[src/design/octc_pkg.sv]
// shared types and constants of the oven cook timer controller
`default_nettype none

package octc_pkg;

  // width of all tick counters
  localparam int unsigned TimeBits = 20;

  localparam logic [TimeBits-1:0] MaxCookReset = TimeBits'(599900);
  localparam logic [TimeBits-1:0] TenSecTicks  = TimeBits'(1000);
  localparam logic [TimeBits-1:0] OneMinTicks  = TimeBits'(6000);
  localparam logic [TimeBits-1:0] TenMinTicks  = TimeBits'(60000);

  // ticks / 6000 as (ticks * MinRecip) >> MinShift, exact for all 20-bit ticks
  localparam int unsigned MinShift = 32;
  localparam logic [19:0] MinRecip = 20'd715828;

  // remainder / 100 as (rem * SecRecip) >> SecShift, exact below 6000
  localparam int unsigned RemBits  = 13;
  localparam int unsigned SecShift = 19;
  localparam logic [12:0] SecRecip = 13'd5243;

  // mode codes as seen on the result item
  localparam logic [1:0] ModeIdle  = 2'd0;
  localparam logic [1:0] ModeHeat  = 2'd1;
  localparam logic [1:0] ModePause = 2'd2;

  typedef enum logic [2:0] {
    StIdle  = 3'b001,
    StHeat  = 3'b010,
    StPause = 3'b100
  } oven_state_e;

  // one input item
  typedef struct packed {
    logic add_ten_min;
    logic add_one_min;
    logic add_ten_sec;
    logic stop_press;
    logic start_press;
    logic tick;
  } btn_t;

  // control stage result passed to the display pipeline
  typedef struct packed {
    logic [1:0]          mode;
    logic [TimeBits-1:0] shown;
  } disp_req_t;

endpackage

`default_nettype wire

[src/design/octc_ctrl.sv]
// mode state machine, cook time registers and first pipeline register
`default_nettype none

module octc_ctrl
  import octc_pkg::*;
(
  input  wire logic           clk_i,
  input  wire logic           rst_ni,
  input  wire logic           cfg_we_i,
  input  wire logic [19:0]    cfg_wdata_i,
  input  wire logic           in_valid_i,
  output      logic           in_ready_o,
  input  wire btn_t           in_btn_i,
  output      logic           req_valid_o,
  input  wire logic           req_ready_i,
  output      disp_req_t      req_o
);

  oven_state_e         state_q, state_d;
  logic [TimeBits-1:0] cook_q, cook_d;
  logic [TimeBits-1:0] rem_q, rem_d;
  logic [TimeBits-1:0] max_q;
  logic [TimeBits-1:0] rem_dec;
  logic [TimeBits-1:0] add_step;
  logic [TimeBits:0]   add_sum;
  logic [TimeBits-1:0] add_sat;
  logic                req_valid_q;
  disp_req_t           req_q, req_d;
  logic                accept;

  assign in_ready_o  = !req_valid_q || req_ready_i;
  assign accept      = in_valid_i && in_ready_o;
  assign req_valid_o = req_valid_q;
  assign req_o       = req_q;

  // button step in idle priority order
  always_comb begin
    priority if (in_btn_i.add_ten_sec) begin
      add_step = TenSecTicks;
    end else if (in_btn_i.add_one_min) begin
      add_step = OneMinTicks;
    end else begin
      add_step = TenMinTicks;
    end
  end

  assign add_sum = {1'b0, cook_q} + {1'b0, add_step};
  assign add_sat = (add_sum > {1'b0, max_q}) ? max_q : add_sum[TimeBits-1:0];
  assign rem_dec = (in_btn_i.tick && rem_q != '0) ? rem_q - 1'b1 : rem_q;

  always_comb begin
    state_d = state_q;
    cook_d  = cook_q;
    rem_d   = rem_q;
    unique case (state_q)
      StHeat: begin
        rem_d = rem_dec;
        if (rem_dec == '0) begin
          cook_d  = '0;
          state_d = StIdle;
        end else if (in_btn_i.stop_press) begin
          state_d = StPause;
        end
      end
      StPause: begin
        if (in_btn_i.start_press) begin
          state_d = StHeat;
        end else if (in_btn_i.stop_press) begin
          cook_d  = '0;
          rem_d   = '0;
          state_d = StIdle;
        end
      end
      StIdle: begin
        if (in_btn_i.start_press && cook_q != '0) begin
          rem_d   = cook_q;
          state_d = StHeat;
        end else if (in_btn_i.add_ten_sec || in_btn_i.add_one_min ||
                     in_btn_i.add_ten_min) begin
          cook_d = add_sat;
        end else if (in_btn_i.stop_press) begin
          cook_d = '0;
        end
      end
      default: begin
        state_d = StIdle;
      end
    endcase
  end

  always_comb begin
    unique case (state_d)
      StHeat:  req_d.mode = ModeHeat;
      StPause: req_d.mode = ModePause;
      default: req_d.mode = ModeIdle;
    endcase
    req_d.shown = (state_d == StHeat || state_d == StPause) ? rem_d : cook_d;
  end

  always_ff @(posedge clk_i or negedge rst_ni) begin
    if (!rst_ni) begin
      state_q     <= StIdle;
      cook_q      <= '0;
      rem_q       <= '0;
      max_q       <= MaxCookReset;
      req_valid_q <= 1'b0;
    end else begin
      if (cfg_we_i) begin
        max_q <= cfg_wdata_i[TimeBits-1:0];
      end
      if (accept) begin
        state_q <= state_d;
        cook_q  <= cook_d;
        rem_q   <= rem_d;
      end
      if (in_ready_o) begin
        req_valid_q <= in_valid_i;
      end
    end
  end

  always_ff @(posedge clk_i) begin
    if (accept) begin
      req_q <= req_d;
    end
  end

`ifndef SYNTHESIS
  a_heat_has_time: assert property (@(posedge clk_i) disable iff (!rst_ni)
    (state_q == StHeat || state_q == StPause) |-> rem_q != '0)
    else $error("heating or paused with no remaining time");
  a_req_matches_state: assert property (@(posedge clk_i) disable iff (!rst_ni)
    accept |=> req_q.shown == ((state_q == StIdle) ? cook_q : rem_q))
    else $error("shown time does not follow the mode state");
`endif

endmodule

`default_nettype wire

[src/design/octc_disp.sv]
// two-stage minutes:seconds conversion with the result register
`default_nettype none

module octc_disp
  import octc_pkg::*;
(
  input  wire logic        clk_i,
  input  wire logic        rst_ni,
  input  wire logic        req_valid_i,
  output      logic        req_ready_o,
  input  wire disp_req_t   req_i,
  output      logic        out_valid_o,
  input  wire logic        out_ready_i,
  output      logic [1:0]  mode_o,
  output      logic [7:0]  minutes_o,
  output      logic [5:0]  seconds_o
);

  logic                  b_valid_q, c_valid_q;
  logic                  b_en, c_en;
  logic [TimeBits+19:0]  min_prod;
  logic [7:0]            min_b_q;
  logic [TimeBits-1:0]   shown_b_q;
  logic [1:0]            mode_b_q;
  logic [TimeBits-1:0]   min_x6000;
  logic [TimeBits-1:0]   rem_full;
  logic [RemBits-1:0]    rem_b;
  logic [2*RemBits-1:0]  sec_prod;
  logic [1:0]            mode_c_q;
  logic [7:0]            min_c_q;
  logic [5:0]            sec_c_q;

  assign c_en        = !c_valid_q || out_ready_i;
  assign b_en        = !b_valid_q || c_en;
  assign req_ready_o = b_en;

  // stage b: minutes by reciprocal multiply
  assign min_prod = (TimeBits+20)'(req_i.shown) * (TimeBits+20)'(MinRecip);

  // stage c: remainder by shift-add of 6000 = 4096+1024+512+256+128-16
  always_comb begin
    min_x6000 = (TimeBits'(min_b_q) << 12) + (TimeBits'(min_b_q) << 10)
              + (TimeBits'(min_b_q) << 9) + (TimeBits'(min_b_q) << 8)
              + (TimeBits'(min_b_q) << 7) - (TimeBits'(min_b_q) << 4);
  end
  assign rem_full = shown_b_q - min_x6000;
  assign rem_b    = rem_full[RemBits-1:0];
  assign sec_prod = (2*RemBits)'(rem_b) * (2*RemBits)'(SecRecip);

  always_ff @(posedge clk_i or negedge rst_ni) begin
    if (!rst_ni) begin
      b_valid_q <= 1'b0;
      c_valid_q <= 1'b0;
    end else begin
      if (b_en) begin
        b_valid_q <= req_valid_i;
      end
      if (c_en) begin
        c_valid_q <= b_valid_q;
      end
    end
  end

  always_ff @(posedge clk_i) begin
    if (b_en && req_valid_i) begin
      min_b_q   <= min_prod[MinShift+7:MinShift];
      shown_b_q <= req_i.shown;
      mode_b_q  <= req_i.mode;
    end
    if (c_en && b_valid_q) begin
      min_c_q  <= min_b_q;
      sec_c_q  <= sec_prod[SecShift+5:SecShift];
      mode_c_q <= mode_b_q;
    end
  end

  assign out_valid_o = c_valid_q;
  assign mode_o      = mode_c_q;
  assign minutes_o   = min_c_q;
  assign seconds_o   = sec_c_q;

`ifndef SYNTHESIS
  a_min_exact: assert property (@(posedge clk_i) disable iff (!rst_ni)
    b_valid_q |-> (min_x6000 <= shown_b_q && rem_full < TimeBits'(6000)))
    else $error("minutes quotient off by one");
  a_sec_range: assert property (@(posedge clk_i) disable iff (!rst_ni)
    c_valid_q |-> sec_c_q < 6'd60)
    else $error("seconds out of range");
`endif

endmodule

`default_nettype wire

[src/design/oven_cook_timer_controller_unit.sv]
// top level of the oven cook timer controller
`default_nettype none

// Cook timer for a microwave oven with three modes: idle, heating and paused.
// Each input item is one step: an optional 10 ms tick and single-shot button
// events. In idle, start (with a nonzero cook time) begins heating; otherwise
// add ten seconds, add one minute, add ten minutes and stop act in that
// priority, additions saturating at max_cook_ticks. While heating the
// remaining time drops by one per tick; at zero the block returns to idle and
// clears the time, otherwise stop pauses. While paused the count is frozen:
// start resumes, stop clears and idles. Every item gives exactly one result
// item with the mode, the drive and lamp outputs and the shown time as
// minutes:seconds. One item is taken every cycle unless back-pressure from the
// output has filled the pipeline; a result is offered once it has passed
// three register stages (state update, minutes multiply, then remainder and
// seconds multiply into the output register). Write max_cook_ticks through
// cfg_we_i only while no items are in flight.

module oven_cook_timer_controller_unit
  import octc_pkg::*;
(
  input  wire logic        clk_i,
  input  wire logic        rst_ni,
  // limit for the accumulated cook time, in ticks
  input  wire logic        cfg_we_i,
  input  wire logic [19:0] cfg_wdata_i,
  input  wire logic        s_axis_tvalid_i,
  output      logic        s_axis_tready_o,
  // tick, start_press, stop_press, add_ten_sec, add_one_min, add_ten_min, pad
  input  wire logic [7:0]  s_axis_tdata_i,
  output      logic        m_axis_tvalid_o,
  input  wire logic        m_axis_tready_i,
  // mode[1:0], motor_on, heater_on, red_lamp, yellow_lamp, green_lamp,
  // shown_minutes[7:0], shown_seconds[5:0], pad
  output      logic [23:0] m_axis_tdata_o
);

  btn_t       btn;
  logic       req_valid;
  logic       req_ready;
  disp_req_t  req;
  logic [1:0] mode;
  logic [7:0] minutes;
  logic [5:0] seconds;
  logic       heating;

  // unpack the input item, tick in the lowest bit
  assign btn = btn_t'(s_axis_tdata_i[5:0]);

  octc_ctrl u_ctrl (
    .clk_i       (clk_i),
    .rst_ni      (rst_ni),
    .cfg_we_i    (cfg_we_i),
    .cfg_wdata_i (cfg_wdata_i),
    .in_valid_i  (s_axis_tvalid_i),
    .in_ready_o  (s_axis_tready_o),
    .in_btn_i    (btn),
    .req_valid_o (req_valid),
    .req_ready_i (req_ready),
    .req_o       (req)
  );

  octc_disp u_disp (
    .clk_i       (clk_i),
    .rst_ni      (rst_ni),
    .req_valid_i (req_valid),
    .req_ready_o (req_ready),
    .req_i       (req),
    .out_valid_o (m_axis_tvalid_o),
    .out_ready_i (m_axis_tready_i),
    .mode_o      (mode),
    .minutes_o   (minutes),
    .seconds_o   (seconds)
  );

  // motor, heater and red lamp all follow heating
  assign heating = (mode == ModeHeat);

  assign m_axis_tdata_o = {3'b000, seconds, minutes,
                           (mode == ModeIdle), (mode == ModePause),
                           heating, heating, heating, mode};

endmodule

`default_nettype wire

[config.mk]
export PLATFORM = sky130hd
export DESIGN_NAME = oven_cook_timer_controller_unit
export DESIGN_NICKNAME = d
export VERILOG_FILES = /design/src/design/octc_pkg.sv /design/src/design/octc_ctrl.sv /design/src/design/octc_disp.sv /design/src/design/oven_cook_timer_controller_unit.sv
export SDC_FILE = /design/constraint.sdc
export NUM_CORES = 1
export LEC_CHECK = 0
export BUFFER_PORTS_ARGS = -buffer_cell sky130_fd_sc_hd__buf_4
export CAP_MARGIN = 20
export CORE_MARGIN = 3
export CORE_UTILIZATION = 35
export CTS_CLUSTER_DIAMETER = 40
export DETAILED_ROUTE_END_ITERATION = 8
export PLACE_DENSITY_LB_ADDON = 0.2
export SYNTH_ARGS = -nofsm -noshare
export SYNTH_HDL_FRONTEND = slang
export SYNTH_HIERARCHICAL = 1
export SYNTH_SLANG_ARGS = --single-unit
[constraint.sdc]
create_clock -name clk_i -period 17.25 [get_ports clk_i]
set_input_delay 0.8625 -clock clk_i [delete_from_list [all_inputs] [get_ports clk_i]]
set_output_delay 0.8625 -clock clk_i [all_outputs]
set_load 0.01 [all_outputs]
Yosys cells after proc, flatten, opt, wreduce, memory -nomap -nowiden
Index checks and enable logic that the tools add are counted.

storage, ports and cells
  bits in registers = 127
  bits of input ports = 33
  output and inout port bits = 26
  word-level logic and storage cells = 73

cells by class
  add/subtract/negate cells = 8
  multiply operators = 2
  magnitude comparators = 1
  equality and inequality tests = 7
  muxes and demuxes = 22
  reduce and logical (&&, ||, !) cells = 18

operators with widths
  kind                                                  count
  two-way mux 20 bit                                    11
  one-hot mux 20 bit (3 select lines)                   2
  adder 13 bit                                          4
  nonzero test 20 bit                                   2
  multiplier 20 x 18 -> 38 bit (second input constant)  1
  two-way mux 16 bit                                    2
  multiplier 13 x 13 -> 25 bit (second input constant)  1
  adder 20 x 16 -> 21 bit                               1
  > comparator 21 x 20 -> 1 bit                         1
  logical NOT 20 bit                                    1
  subtractor 20 x 1 -> 20 bit (second input constant)   1
  two-way mux 3 bit                                     5
  subtractor 13 x 12 -> 13 bit                          1
  subtractor 13 bit                                     1
  one-hot mux 3 bit (3 select lines)                    1
  equality test 3 x 2 -> 1 bit (second input constant)  2
  equality test 3 bit (second input constant)           2
  logical OR 1 bit                                      6
  logical AND 1 bit                                     5
  one-hot mux 2 bit (2 select lines)                    1
  equality test 3 x 1 -> 1 bit (second input constant)  1
  logical NOT 1 bit                                     3
  equality test 2 x 1 -> 1 bit (second input constant)  1
  equality test 2 bit (second input constant)           1
  logical NOT 2 bit                                     1

Logic depth before layout (Yosys ltp)
Gate-level depths: netlist of run 1.

  word-level depth = 9
  gate-level depth with buffers = 32
  depth with buffers taken out = 32

By module
The synthesis of run 1 kept the hierarchy.

by module, submodules not included
  module                           times used  cells an instance  area an instance (µm²)  sequential area each (µm²)
  octc_disp                        1           1026               11031.8                 1221.2
  octc_ctrl                        1           855                6867.8                  2275.9
  oven_cook_timer_controller_unit  1           10                 67.6                    0.0

Worst setup path before layout of run 1
No wires, ideal clock.

  path type = register -> register
  start = register u_disp.min_b_q[0]
  end = register u_disp.sec_c_q[4], in the netlist u_disp/seconds_o[4], data pin
  setup time = 0.258 ns
  arrival time = 7.298 ns
  slack = 9.695 ns
  cell stages (with the launch flop) = 27
  buffers on the path = 0
  period minus slack after synthesis = 7.555 ns
  cells stage by stage = edfxtp_1 inv_1 fa_1 fa_1 fa_1 inv_1 fa_1 inv_1 ha_1 xnor2_1 inv_1 fa_1 inv_1 ha_1 fa_1 fa_1 inv_1 fa_1 inv_1 ha_1 and3_1 a311oi_1 o211ai_1 a221oi_2 inv_1 a21oi_1 xnor2_1

on the way
  longest elaborated chain between the ends = 7

RTL lines
  element                         RTL line         text
  start, declared                 octc_disp.sv:22  logic [7:0] min_b_q;
  start signal, assigned          octc_disp.sv:66  min_b_q <= min_prod[MinShift+7:MinShift];
  adder 13 bit                    octc_disp.sv:42  min_x6000 = (TimeBits'(min_b_q) << 12) + (TimeBits'(min_b_q) << 10)
  adder 13 bit (2 in series)      octc_disp.sv:43  + (TimeBits'(min_b_q) << 9) + (TimeBits'(min_b_q) << 8)
  adder 13 bit                    octc_disp.sv:44  + (TimeBits'(min_b_q) << 7) - (TimeBits'(min_b_q) << 4);
  subtractor 13 x 12 -> 13 bit *  octc_disp.sv:44
  subtractor 13 bit *             octc_disp.sv:46  assign rem_full = shown_b_q - min_x6000;
  multiplier 13 x 13 -> 25 bit *  octc_disp.sv:48  assign sec_prod = (2*RemBits)'(rem_b) * (2*RemBits)'(SecRecip);
  named net u_disp.sec_prod[23]   octc_disp.sv:28  logic [2*RemBits-1:0] sec_prod;
  end signal, assigned            octc_disp.sv:72  sec_c_q <= sec_prod[SecShift+5:SecShift];
  end, declared                   octc_disp.sv:31  logic [5:0] sec_c_q;

The timed path passes the listed nets; every way through them passes the cells marked *.
A chain may end at the register's enable or synchronous reset.

Final worst setup path of run 1
Ends and elaborated chain as after synthesis.

==> run metrics, run 1 <==
vias per cell=5.151; RSZ-0062 raised after global routing=false; Num Clock Sinks=127; Die H=232.6 µm; first-pass GRT wire length=77.54 mm; final cell utilization of the core=0.3887; Synth Area in Compound Gates=0.1416; Fillers=5066; outcome=finished, final reports clean; Ys Warns=6; Mapped Area=17970 µm²; Final Hold Fails=0; Top Ports=59; crit start category=register; Critical Path End Type=register; EDFF count, synth=61; Post-Syn Area per Cell=9.501 µm²; worst r2r path cells=26; FF-to-FF End=u_disp/seconds_o[4]; Syn Inst Count=1891; n_diodes=0; post-route setup TNS=0 ps; H-tree levels=4; Setup WS pre-CTS=8616 ps; CP max stage delay=600 ps; Die ar.=54090 µm²; Max Slew Vio Count=0; Worst Hold Endpoint=u_disp/mode_o[1]; met2 Usage GRT=0.3082; Largest delay share family, worst path=adder cells; initial antenna violation count=0; Synth Flop Type=edfxtp_1; DRT iter0 DRCs=698; port bufs=53; worst-path fanout max=6; postcts setup bufs=0; WS Path Type=reg -> reg; Worst slew margin=0.3646; Num CTS Buffers=17; Hold Slack=416.3 ps; post-synthesis xor/xnor area fraction=0.03169; share of the synthesized area in the top cell type=0.2139; vias post-DR=13340; final setup violation count=0; WP buf/inv=8; ranking of synthesized cells by area=fa_1 21%, ha_1 21%, edfxtp_1 10%; Distinct cells, synth=95; vias in the first global route=14130; gpl congestion=0.9043; Worst-path clk slew=70 ps; R2R Setup Slk=8680 ps; Tmin final=8574 ps; worst hold path class=reg -> reg; post-synthesis async set-or-reset flop share=0.5197; hold-critical path depth=0; Post-Route WL=47.29 mm; top post-synthesis cells by count=364 x inv_1, 301 x ha_1, 192 x fa_1; Avg WL per Cell=18.26 µm; worst flop-to-flop path startpoint=u_disp/min_b_q[0]; largest net degree at the start of global routing=67; antenna viol nets, final=0; grt ovf=0; share of layout cells above drive strength 1=0.07873; cell taking the most area after synthesis=fa_1; setup ws final=8676 ps; worst clock skew=19.24 ps; die width=232.6 µm; CTS tree=built; critical path data required time=17450 ps; total core area=50480 µm²; register area share after synthesis=0.1946; Resized cells post-CTS=0; Post-route DRC=0; met3 GRT Util=0.02253; Slew @ Worst Pin=953.2 ps; Tcrit/Tclk final=0.4970; synthesis-stage register bit count=127; all-layer global routing usage=0.1825; post-synthesis simple-gate area fraction=0.1029; combinational family with the most area after synthesis=adder cells; Hold Crit Start=u_disp/mode_b_q[1]; Max-Cap Viols=0; met1 Track Usage GR=0.2475; post-synthesis mux area share=0.01107; Max Root-Sink Buffers=2; cell row count=82; worst skew pair latency=450 ps; CTS root buf=clkbuf_16; area delta synth->final=9.206%; Post-DP HPWL=38.44 mm; final net count=2431; drt first pass iters=5; # hold bufs at CTS=0; f_max=116.6 MHz; post-synthesis adder-cell area fraction=0.4235; Slowest-stage cell, CP=xnor2_1; Most Used Layer, Global Route=met2; count leader, synth=inv_1; CP Data Arrival Time=8770 ps; starting density of the core=0.3559
-- through the flow --
step,cell area [µm²],std cells
floorplan,17970,1893
global placement,18990,2558
detailed placement,18990,2558
CTS,19620,2590
global route,19620,2590
finish,19620,2590
-- sequential cells by signal (all words and copies together), names as in the netlist --
signal / cells
u_ctrl/max_q: 20
u_ctrl/req_valid_o: 1
u_disp/mode_o: 2
u_disp/shown_b_q: 13
u_disp/minutes_o: 8
u_disp/min_b_q: 8
u_ctrl/cook_q: 20
u_ctrl/rem_q: 20
u_ctrl/req_o: 22
u_ctrl/state_q: 3
u_disp/out_valid_o: 1
u_disp/b_valid_q: 1
u_disp/seconds_o: 6
u_disp/mode_b_q: 2
-- logic make-up (layout without fill, tap and decap cells) --
kind of cell             count (synthesis)  after routing
XOR/XNOR                                65             65
AND/OR/NAND/NOR                        381            381
adder cells (fa/ha/maj)                493            493
buffers and inverters                  435            460
AO/OA/AOI/OAI                          370            370
multiplexers                            19             19
flip-flops                             127            127
other                                    1              3
-- layout by cell type, fill, tap and decap left out, types with 6 or more instances in the layout --
cell type  synthesis  routed
clkbuf_16          0      18
o21ai_0          109     109
fa_1             192     192
a21oi_1           72      72
nand4_1           11      11
a221oi_1          12      12
mux2_2             7       7
a211oi_1          12      12
a21o_1            25      25
nand2_1          143     143
ha_1             301     301
nand2b_1          15      15
buf_4              9      63
a22oi_1           11      11
mux2i_1           12      12
nor2_1            79      78
xnor2_1           51      51
dfrtp_1           55      55
dfstp_2           11      11
o21a_1             7       7
o2bb2ai_1         10      10
and3_1            10      10
nor3_1            30      30
or4_1              6       6
inv_1            364     364
nor4_1            12      12
nand3_1           23      23
edfxtp_1          61      61
or3_1              6       6
a221o_1            6       6
and2_1             8       8
o211ai_1           7       7
xor2_1            14      14
o22ai_1            7       7
o31ai_1            9       9
-- final cells by class --
| class | count | area [µm²] | share of cell area |
|---|---|---|---|
| multi-input cells | 1331 | 12810 | 0.6529 |
| flip-flops and latches | 127 | 3497 | 0.1782 |
| inverters | 365 | 1370 | 0.06983 |
| well taps | 672 | 840.8 | 0.04285 |
| clock buffers | 20 | 478.0 | 0.02436 |
| repair buffers | 63 | 473.0 | 0.02410 |
| clock inverters | 12 | 152.6 | 0.007780 |
-- worst max-delay path by stage --
stage / startpoint / endpoint / slack, ps / cells after the start
detailed placement: u_disp/min_b_q[0] / u_disp/seconds_o[5] / 8620 / 25
global route: u_disp/min_b_q[0] / u_disp/seconds_o[4] / 8250 / 26
floorplan: u_disp/min_b_q[0] / u_disp/seconds_o[4] / 9690 / 26
global placement: u_disp/min_b_q[0] / u_disp/seconds_o[4] / 8710 / 26
finish: u_disp/min_b_q[0] / u_disp/seconds_o[4] / 8680 / 26
CTS: u_disp/min_b_q[0] / u_disp/seconds_o[5] / 8590 / 25
-- layer usage --
layer | vias to the layer above | share of wire
li1 | 6434 | -
met1 | 6538 | 0.46
met2 | 304 | 0.48
met3 | 64 | 0.039
met4 | 0 | 0.020
met5 | - | 0
Power of run 1 is not shown: default switching activity piles up to over one toggle a cycle in this logic, so the estimate is an artifact.
==> run 2, diff against run 1 <==
==> constraint.sdc (replaced) <==
create_clock -name clk_i -period 7.5 [get_ports clk_i]
set_input_delay 0.375 -clock clk_i [delete_from_list [all_inputs] [get_ports clk_i]]
set_output_delay 0.375 -clock clk_i [all_outputs]
set_load 0.01 [all_outputs]
==> run 2 against run 1 <==
  * Register-to-register slack worse by 8500 ps
  * Die area is the same
  * Hold slack lost 370 ps
  * Cell area rose by 2.9%
  * Routed wire length grew 2.3%
  * Critical endpoint unchanged
  * Largest cell class unchanged
==> run metrics, run 2 (synthesis gave the netlist of run 1 again) <==
outcome=finished, final reports clean; worst-path fanout max=3; Setup WS pre-CTS=-212.1 ps; area delta synth->final=12.37%; Num Clock Sinks=127; Tmin final=7363 ps; worst r2r path cells=31; largest net degree at the start of global routing=67; Avg WL per Cell=18.42 µm; CP Data Arrival Time=7550 ps; setup ws final=136.5 ps; vias post-DR=13650; Fillers=5048; worst hold path class=in -> async; grt ovf=0; Max Root-Sink Buffers=2; met3 WL post-DR=2.210 mm; vias in the first global route=14240; commonest non-fill, non-tap cell in the layout=inv_1; share of layout cells above drive strength 1=0.1243; routed wl met2=22.79 mm; gpl congestion=0.9058; total core area=50480 µm²; Worst-path clk slew=70 ps; vias per cell=5.195; Top Layer Used=met4; first-pass GRT wire length=77.76 mm; Post-DP HPWL=39.16 mm; drt first pass iters=5; initial antenna violation count=0; die width=232.6 µm; RSZ-0062 raised after global routing=true; Slew @ Worst Pin=1029 ps; Slowest-stage cell, CP=fa_2; cell row count=82; DRT iter0 DRCs=998; Post-route DRC=0; CP max stage delay=600 ps; worst flop-to-flop path startpoint=u_disp/min_b_q[1]; Largest register FFs=22; crit start category=register; f_max=135.8 MHz; final setup violation count=0; Critical Path End Type=register; Worst slew margin=0.3068; Post-Route WL=48.38 mm; FF-to-FF End=u_disp/seconds_o[4]; CTS root buf=clkbuf_16; Die H=232.6 µm; Num CTS Buffers=17; H-tree levels=4; final net count=2468; starting density of the core=0.3559; M1 wire length=22.26 mm; Max Slew Vio Count=0; Tcrit/Tclk final=0.9818; R2R Setup Slk=140 ps; port bufs=53; CTS tree=built; WS Path Type=reg -> reg; Max-Cap Viols=0; critical path data required time=7690 ps; Top Ports=59; most frequent cells in the layout=345 x inv_1, 284 x ha_1, 190 x fa_1; Die ar.=54090 µm²; n_diodes=0; Final Hold Fails=0; all-layer global routing usage=0.1844; antenna viol nets, final=0; worst skew pair latency=440 ps; worst clock skew=17.50 ps
==> run 2: timing repair <==
item                       4_1_cts  5_1_grt
gates resized for setup         10       56
buffers inserted                 3        2
pin swaps                        8       35
hold buffers                     0        0
setup endpoints to repair        4        6
==> run 2: worst max-delay path by stage <==
stage                                 start                   to  slack [ps]  cells past startpoint
after detailed placement  u_disp/min_b_q[1]  u_disp/seconds_o[5]        -210                     25
after floorplan           u_disp/min_b_q[1]  u_disp/seconds_o[4]          20                     29
after global routing      u_disp/min_b_q[1]  u_disp/seconds_o[4]        -250                     31
after global placement    u_disp/min_b_q[1]  u_disp/seconds_o[4]        -130                     26
after CTS                 u_disp/min_b_q[1]  u_disp/seconds_o[4]           6                     28
final                     u_disp/min_b_q[1]  u_disp/seconds_o[4]         140                     31
==> run 2: worst max-delay path: cells and delay by family, from the launching register on <==
| kind | cells | cell delay (ps) |
|---|---|---|
| adder cells (fa/ha/maj) | 11 | 4160 |
| buffers and inverters | 10 | 900 |
| flip-flops | 1 | 400 |
| AND/OR/NAND/NOR | 1 | 50 |
| XOR/XNOR | 2 | 270 |
| AO/OA/AOI/OAI | 7 | 1330 |
==> run 2: per-layer routing <==
layer,track usage,up-vias
met5,0,-
met4,0.05119,0
met3,0.02449,67
met2,0.3040,369
met1,0.2542,6696
li1,-,6515
==> run 2: final cells by class <==
class	count	area, µm²	area share
clock buffers	19	442.9	0.02194
clock inverters	13	112.6	0.005578
inverters	365	1370	0.06786
multi-input cells	1331	13150	0.6512
flip-flops and latches	127	3497	0.1732
well taps	672	840.8	0.04165
repair buffers	100	779.5	0.03861
==> run 2: per-stage QoR <==
stage / instances / hold WS, ps / setup TNS (ps) / area (µm²) / utilization
floorplan: 1893 / 79.41 / 0 / 17980 / -
CTS: 2624 / 93.22 / 0 / 19880 / 0.3938
finish: 2627 / 44.68 / 0 / 20190 / 0.4000
detailed placement: 2589 / 409.3 / -420.6 / 19230 / 0.3810
global route: 2627 / 117.5 / -473.6 / 20190 / 0.4000
global placement: 2589 / 407.3 / -235.3 / 19230 / 0.3810
Power of run 2 is left out for the same reason.
